==> src/sv/jsu_pkg.sv <==
`timescale 1ns / 1ps

package jsu_pkg;

   // Result buffer sizing: one input byte yields at most three results
   localparam int MAX_RESULTS = 3;
   localparam int FIFO_DEPTH  = 4;

   // Decoder modes, one-hot
   typedef enum logic [2:0] {
      MODE_COPY = 3'b001,
      MODE_ESC  = 3'b010,
      MODE_HEX  = 3'b100
   } mode_type;

   // Result kinds as carried on tuser
   typedef enum logic [1:0] {
      KIND_DATA = 2'd0,
      KIND_DONE = 2'd1,
      KIND_ERR  = 2'd2
   } kind_type;

   localparam logic [7:0] CHAR_NUL   = 8'h00;
   localparam logic [7:0] CHAR_QUOTE = 8'h22;
   localparam logic [7:0] CHAR_BSL   = 8'h5C;
   localparam logic [7:0] CHAR_U     = 8'h75;

   typedef struct packed {
      logic       last;
      kind_type   kind;
      logic [7:0] data;
   } rsp_entry_type;

   typedef struct packed {
      logic       hit;
      logic [3:0] value;
   } hex_digit_type;

   typedef struct packed {
      logic       hit;
      logic [7:0] value;
   } esc_char_type;

   // ASCII hex digit, either case
   function automatic hex_digit_type hex_digit(input logic [7:0] c);
      hex_digit_type r;
      r.hit   = 1'b0;
      r.value = 4'd0;
      if (c >= 8'h30 && c <= 8'h39) begin
         r.hit   = 1'b1;
         r.value = 4'(c - 8'h30);
      end else if (c >= 8'h61 && c <= 8'h66) begin
         r.hit   = 1'b1;
         r.value = 4'(c - 8'h57);
      end else if (c >= 8'h41 && c <= 8'h46) begin
         r.hit   = 1'b1;
         r.value = 4'(c - 8'h37);
      end
      return r;
   endfunction

   // Single-character escapes after a backslash
   function automatic esc_char_type simple_escape(input logic [7:0] c);
      esc_char_type r;
      r.hit   = 1'b1;
      r.value = c;
      unique case (c)
         8'h22, 8'h27, 8'h2F, 8'h5C: r.value = c;
         8'h61:   r.value = 8'h07;
         8'h62:   r.value = 8'h08;
         8'h66:   r.value = 8'h0C;
         8'h6E:   r.value = 8'h0A;
         8'h72:   r.value = 8'h0D;
         8'h74:   r.value = 8'h09;
         default: begin
            r.hit   = 1'b0;
            r.value = 8'h00;
         end
      endcase
      return r;
   endfunction

endpackage

==> src/sv/json_string_unescape_utf8_core.sv <==
`timescale 1ns / 1ps

// JSON string body unescaper. Feed the bytes after the opening quote, one per
// transaction on req_. Plain bytes come out unchanged; backslash escapes are
// decoded, and a \uXXXX escape is turned into its one to three byte UTF-8
// form when the fourth hex digit arrives. An unescaped quote gives a single
// "complete" result, a zero byte, unknown escape or bad hex digit a single
// "syntax error" result; either way the decoder is then ready for a new
// string. Each input byte is decoded in the cycle it is accepted and its
// results are written to a four-entry result buffer, from which one result
// leaves per cycle while rsp_tready is high. A byte is accepted whenever
// the buffer has room for three results, so streams of plain bytes run at
// one byte per cycle while rsp_tready is high; a byte that expands into two
// or three results holds the input while the single result port drains the buffer.
module json_string_unescape_utf8_core
   import jsu_pkg::*;
(
   input  logic       clock,
   input  logic       reset,
   input  logic       req_tvalid,
   output logic       req_tready,
   input  logic [7:0] req_tdata,   // [7:0] in_byte
   output logic       rsp_tvalid,
   input  logic       rsp_tready,
   output logic [7:0] rsp_tdata,   // [7:0] out_byte
   output logic [1:0] rsp_tuser,   // [1:0] kind
   output logic       rsp_tlast
);

   localparam int PTR_W = $clog2(FIFO_DEPTH);
   localparam int CNT_W = $clog2(FIFO_DEPTH + 1);
   localparam int NUM_W = $clog2(MAX_RESULTS + 1);

   mode_type         mode_ff, mode_in;
   logic [1:0]       hex_cnt_ff, hex_cnt_in;
   logic [11:0]      cp_ff, cp_in;

   rsp_entry_type    fifo_ff [FIFO_DEPTH];
   logic [PTR_W-1:0] wr_ptr_ff, wr_ptr_in;
   logic [PTR_W-1:0] rd_ptr_ff, rd_ptr_in;
   logic [CNT_W-1:0] cnt_ff, cnt_in;

   logic             req_xfer;
   logic             rsp_xfer;
   logic [NUM_W-1:0] res_num;
   logic [7:0]       res_data [MAX_RESULTS];
   kind_type         res_kind [MAX_RESULTS];
   rsp_entry_type    res_ent  [MAX_RESULTS];
   hex_digit_type    hd;
   esc_char_type     ec;
   logic [15:0]      cp_full;

   assign req_tready = cnt_ff <= CNT_W'(FIFO_DEPTH - MAX_RESULTS);
   assign req_xfer   = req_tvalid & req_tready;
   assign rsp_xfer   = rsp_tvalid & rsp_tready;

   // Head of the result buffer drives the output channel
   assign rsp_tvalid = cnt_ff != '0;
   assign rsp_tdata  = fifo_ff[rd_ptr_ff].data;
   assign rsp_tuser  = fifo_ff[rd_ptr_ff].kind;
   assign rsp_tlast  = fifo_ff[rd_ptr_ff].last;

   assign hd      = hex_digit(req_tdata);
   assign ec      = simple_escape(req_tdata);
   assign cp_full = {cp_ff, hd.value};

   // Byte decoder: next state and up to three results
   always_comb begin
      mode_in    = mode_ff;
      hex_cnt_in = hex_cnt_ff;
      cp_in      = cp_ff;
      res_num    = '0;
      for (int i = 0; i < MAX_RESULTS; i++) begin
         res_data[i] = 8'h00;
         res_kind[i] = KIND_DATA;
      end
      unique case (mode_ff)
         MODE_ESC: begin
            mode_in    = MODE_COPY;
            hex_cnt_in = 2'd0;
            cp_in      = 12'd0;
            res_num    = NUM_W'(1);
            if (ec.hit) begin
               res_data[0] = ec.value;
            end else if (req_tdata == CHAR_U) begin
               mode_in = MODE_HEX;
               res_num = '0;
            end else begin
               res_kind[0] = KIND_ERR;
            end
         end
         MODE_HEX: begin
            if (!hd.hit) begin
               mode_in     = MODE_COPY;
               hex_cnt_in  = 2'd0;
               cp_in       = 12'd0;
               res_num     = NUM_W'(1);
               res_kind[0] = KIND_ERR;
            end else if (hex_cnt_ff != 2'd3) begin
               hex_cnt_in = hex_cnt_ff + 2'd1;
               cp_in      = cp_full[11:0];
            end else begin
               mode_in    = MODE_COPY;
               hex_cnt_in = 2'd0;
               cp_in      = 12'd0;
               // UTF-8 encoding of the finished code point
               if (cp_full <= 16'h007F) begin
                  res_num     = NUM_W'(1);
                  res_data[0] = cp_full[7:0];
               end else if (cp_full <= 16'h07FF) begin
                  res_num     = NUM_W'(2);
                  res_data[0] = {3'b110, cp_full[10:6]};
                  res_data[1] = {2'b10, cp_full[5:0]};
               end else begin
                  res_num     = NUM_W'(3);
                  res_data[0] = {4'b1110, cp_full[15:12]};
                  res_data[1] = {2'b10, cp_full[11:6]};
                  res_data[2] = {2'b10, cp_full[5:0]};
               end
            end
         end
         default: begin
            // copy mode
            mode_in    = MODE_COPY;
            hex_cnt_in = 2'd0;
            cp_in      = 12'd0;
            res_num    = NUM_W'(1);
            priority if (req_tdata == CHAR_NUL) begin
               res_kind[0] = KIND_ERR;
            end else if (req_tdata == CHAR_QUOTE) begin
               res_kind[0] = KIND_DONE;
            end else if (req_tdata == CHAR_BSL) begin
               mode_in = MODE_ESC;
               res_num = '0;
            end else begin
               res_data[0] = req_tdata;
            end
         end
      endcase
      for (int i = 0; i < MAX_RESULTS; i++) begin
         res_ent[i].data = res_data[i];
         res_ent[i].kind = res_kind[i];
         res_ent[i].last = res_num == NUM_W'(i + 1);
      end
   end

   // Buffer pointers and fill count
   always_comb begin
      wr_ptr_in = wr_ptr_ff;
      rd_ptr_in = rd_ptr_ff;
      cnt_in    = cnt_ff;
      if (req_xfer) begin
         wr_ptr_in = wr_ptr_ff + PTR_W'(res_num);
         cnt_in    = cnt_in + CNT_W'(res_num);
      end
      if (rsp_xfer) begin
         rd_ptr_in = rd_ptr_ff + PTR_W'(1);
         cnt_in    = cnt_in - CNT_W'(1);
      end
   end

   always_ff @(posedge clock) begin
      if (reset) begin
         mode_ff    <= MODE_COPY;
         hex_cnt_ff <= 2'd0;
         cp_ff      <= 12'd0;
         wr_ptr_ff  <= '0;
         rd_ptr_ff  <= '0;
         cnt_ff     <= '0;
      end else begin
         if (req_xfer) begin
            mode_ff    <= mode_in;
            hex_cnt_ff <= hex_cnt_in;
            cp_ff      <= cp_in;
         end
         wr_ptr_ff <= wr_ptr_in;
         rd_ptr_ff <= rd_ptr_in;
         cnt_ff    <= cnt_in;
      end
   end

   // Result buffer storage, no reset needed
   always_ff @(posedge clock) begin
      if (req_xfer) begin
         for (int i = 0; i < MAX_RESULTS; i++) begin
            if (NUM_W'(i) < res_num) begin
               fifo_ff[PTR_W'(wr_ptr_ff + PTR_W'(i))] <= res_ent[i];
            end
         end
      end
   end

   // Buffer never overfills
   a_cnt_bound: assert property (@(posedge clock) disable iff (reset)
      cnt_ff <= CNT_W'(FIFO_DEPTH))
      else $error("result buffer count out of range");

   // Hex digit count only moves inside a \u escape
   a_hex_mode: assert property (@(posedge clock) disable iff (reset)
      hex_cnt_ff != 2'd0 |-> mode_ff == MODE_HEX)
      else $error("hex digit count outside hex mode");

   // Status results are single, final and carry a zero byte
   a_status_rsp: assert property (@(posedge clock) disable iff (reset)
      rsp_tvalid && rsp_tuser != KIND_DATA |-> rsp_tdata == 8'h00 && rsp_tlast)
      else $error("malformed status result");

   // A closing quote in copy mode leaves the decoder in copy mode
   a_quote_done: assert property (@(posedge clock) disable iff (reset)
      req_xfer && mode_ff == MODE_COPY && req_tdata == CHAR_QUOTE
      |=> mode_ff == MODE_COPY)
      else $error("decoder left copy mode on closing quote");

endmodule
==> config.mk <==
export PLATFORM = sky130hd
export DESIGN_NAME = json_string_unescape_utf8_core
export DESIGN_NICKNAME = d
export VERILOG_FILES = /design/src/sv/jsu_pkg.sv /design/src/sv/json_string_unescape_utf8_core.sv
export SDC_FILE = /design/constraint.sdc
export NUM_CORES = 1
export LEC_CHECK = 0
export ABC_AREA = 1
export ABC_CLOCK_PERIOD_IN_PS = 3000
export BUFFER_PORTS_ARGS = -buffer_cell sky130_fd_sc_hd__buf_2
export CORE_MARGIN = 2
export CORE_UTILIZATION = 45
export DETAILED_ROUTE_END_ITERATION = 7
export SKIP_LAST_GASP = 1
export SYNTH_ARGS = -nofsm -noshare
export SYNTH_HDL_FRONTEND = slang
export SYNTH_SLANG_ARGS = --single-unit
==> constraint.sdc <==
create_clock -name clock -period 3 [get_ports clock]
set_clock_uncertainty 0.2 [all_clocks]
set_input_delay 0.15 -clock clock [delete_from_list [all_inputs] [get_ports clock]]
set_output_delay 0.15 -clock clock [all_outputs]
set_load 0.02 [all_outputs]
==> reports/qor.csv <==
metric,value,unit
status,"complete, no violations",
coreArea,0.01018,sq mm
grt_usage,0.2478,
via_count,4513,
cp.required,3040,ps
critPathCapture,cnt_ff[2]$_SDFF_PP0_,
layout-drive-gt1-share,0.1958,
cap_violations,0,
numCtsBuffers,9,
drt_iter0_markers,257,
setup_tns,0,ps
design_area,0.005431,sq mm
cts.sinks,70,
nNetsFinal,731,
crit_fanout,3,
max_slew_margin,0.5820,
p_comb_frac,0.346,
die_h,105.6,um
synthTopCellsByCount,"nand2_1 (203), nor2_1 (62), inv_1 (57)",
hpwl,10190,um
critical_path_depth,18,
grt_max_degree,23,
final.min_clock_period,2814,ps
grt_overflow,0,
synth_edf_count,32,
tightest_slew,626.2,ps
start_kind,flop,
critPathBufInv,5,
min_path_type,input port to flop,
netlist_instances,648,
final-setup-viol-count,0,
start_util,0.4561,
r2r_slack,190,ps
fmax,0.3554,GHz
final_core_util,0.5333,
p_leak,2.435,nW
yosys_warnings,0,
drc,0,
synth_top_cell_by_area,edfxtp_1,
fp-row-count,37,
avgSynthCellArea,7.169,sq um
end_kind,flop,
p_sw_frac,0.3757,
clock_latency,360,ps
path_common_cell,inv_1,
grt_first_pass_wirelength,21890,um
postRouteAntennaNets,0,
synth_fp_nets,669,
first_pass_iters,6,
n_fill_cell,1010,
antenna-diode-count,0,
cts.clk_slew.worst_paths,80,ps
gp_congestion,0.9334,
cp.arrival,2860,ps
sequentialPowerShare,0.381,
dieArea,0.01115,sq mm
synth_ff_type,dfxtp_1,
hold_viol,0,
r2r-start,mode_ff[2]$_SDFFE_PP0P_,
post-synth-top-count-cell,nand2_1,
path_delay_family,adder cells,
pwr-share-clk,0.273,
synth_cell_types,41,
cts_tree,yes,
clock_path_buffers,2,
drt-vias-per-instance,5.303,
area.growth.synth_to_final,16.91,%
slew_viol_final,0,
pwr_density_cell,604.0,mW/mm^2
setup.worst_path.start,mode_ff[2]$_SDFFE_PP0P_,
r2r-end,cnt_ff[2]$_SDFF_PP0_,
synthArstFlopShare,0,
syn_area,0.004646,sq mm
critical_path_class,flop to flop,
cts_root_buf,clkbuf_8,
slowest_stage,fa_1,
switching_power,1.233,mW
portBuffers,24,
vdd_drop_max,0.3449,mV
synth_top_area_frac,0.2068,
grt_pass1_vias,4459,
yosysSeqAreaShare,0.3706,
synth_area_leaders,"edfxtp_1 (21%), nand2_1 (16%), dfxtp_1 (16%)",
die_w,105.6,um
h-tree-depth,3,
r2r_cells,18,
cp_cell_sequence,inv_1 -> nor3_4 -> buf_4 -> nand2_4 -> inv_1 -> nand2_1 -> nand2_1 -> a21oi_2 -> ha_1 -> inv_1 -> fa_1 -> nand2_1 -> o21ai_0 -> ha_2 -> inv_1 -> nor2_1 -> o21ai_0 -> a21oi_1,
max_stage_delay,400,ps
grt_antenna_before_repair,0,
boundaryPins,25,
wl,12940,um
ys_seq_elements,70,
placed_cell_area,0.005157,sq mm
post_drt_wl_per_cell,15.21,um
timing.final.crit_share,0.9380,
cellInternalPower,2.048,mW
-- routing by layer --
layer	up-vias	global-route usage	routed length, um
met4	0	0.1316	395
met1	2064	0.3170	5829
met5	-	0	0
met3	25	0.03711	584
met2	150	0.4041	6134
li1	2274	-	-
-- worst reg2reg max path, cell delays in order, from the launching register on --
cell and delay, ps:
dfxtp_2 370, inv_1 80, nor3_4 210, buf_4 170, nand2_4 50, inv_1 60
nand2_1 50, nand2_1 80, a21oi_2 80, ha_1 180, inv_1 60, fa_1 410
nand2_1 70, o21ai_0 120, ha_2 210, inv_1 50, nor2_1 40, o21ai_0 160
a21oi_1 50
-- worst min-delay path by stage --
stage | end | cells after the start | slack, ps | startpoint
after detailed placement | fifo_ff[1][6]$_SDFFE_PP0N_ | 2 | 250 | fifo_ff[1][6]$_SDFFE_PP0N_
after global routing | hex_cnt_ff[1]$_SDFFE_PP0P_ | 4 | 60 | req_tvalid
after CTS | hex_cnt_ff[1]$_SDFFE_PP0P_ | 4 | 40 | req_tvalid
after global placement | fifo_ff[1][9]$_SDFFE_PP0N_ | 2 | 250 | fifo_ff[1][9]$_SDFFE_PP0N_
final | hex_cnt_ff[1]$_SDFFE_PP0P_ | 4 | 60 | req_tvalid
after floorplan | cnt_ff[1]$_SDFF_PP0_ | 2 | 180 | rsp_tready
-- cell families after synthesis --
family / count (synthesis) / share of synthesized area
simple gates: 362 / 0.3819
compound gates: 122 / 0.1479
buf+inv: 85 / 0.07380
flops: 70 / 0.3706
fa+ha+maj: 9 / 0.02586
-- cells in the final DEF (no fill, tap or decap), drive strengths merged, types with 2 or more instances in the layout --
| cell type | n |
|---|---|
| a21oi | 44 |
| buf | 62 |
| bufinv | 2 |
| clkbuf | 11 |
| clkinv | 8 |
| dfxtp | 38 |
| dlygate4sd3 | 2 |
| edfxtp | 32 |
| ha | 8 |
| inv | 66 |
| nand2 | 214 |
| nand3 | 54 |
| nand4 | 11 |
| nor2 | 78 |
| nor3 | 3 |
| o211ai | 11 |
| o21ai | 47 |
| o22ai | 13 |
-- timing repair --
item	4_1_cts	5_1_grt
buffers inserted	0	1
gates resized for setup	0	8
endpoints found under the hold margin	15	0
endpoints found under the setup margin	0	2
hold buffers	2	0
-- power groups by stage --
stage                     clock network, mW  registers (mW)  logic (mW)
after global placement                    0            1.27        1.09
after global routing                  0.947            1.27        1.26
after floorplan                           0            1.24       0.794
final                                 0.896            1.25        1.13
after detailed placement                  0            1.27        1.13
after CTS                             0.912            1.25        1.13
-- per-stage QoR --
stage	worst slack, ps	hold slack [ps]	instances	total power, mW
global route	-26.56	59.02	851	3.480
CTS	105.8	36.76	850	3.293
global placement	-8.725	247.6	832	2.357
finish	186.0	55.43	851	3.281
detailed placement	-105.7	254.9	832	2.397
floorplan	33.76	179.4	648	2.039
-- state kept, by name, summed over array words and instances (netlist names), named ones only --
register,flops
fifo_ff,44
cp_ff,12
cnt_ff,3
mode_ff,3
hex_cnt_ff,2
rd_ptr_ff,2
wr_ptr_ff,2
-- area by class of cell --
type,count,area (sq um),share of cell area
clock buffers,11,152.6,0.02810
repair buffers,64,425.4,0.07832
clock inverters,5,81.33,0.01497
inverters,72,286.5,0.05275
multi-input cells,493,2590,0.4768
flip-flops and latches,70,1725,0.3177
well taps,136,170.2,0.03133
Power figures use the tool's default switching activity.
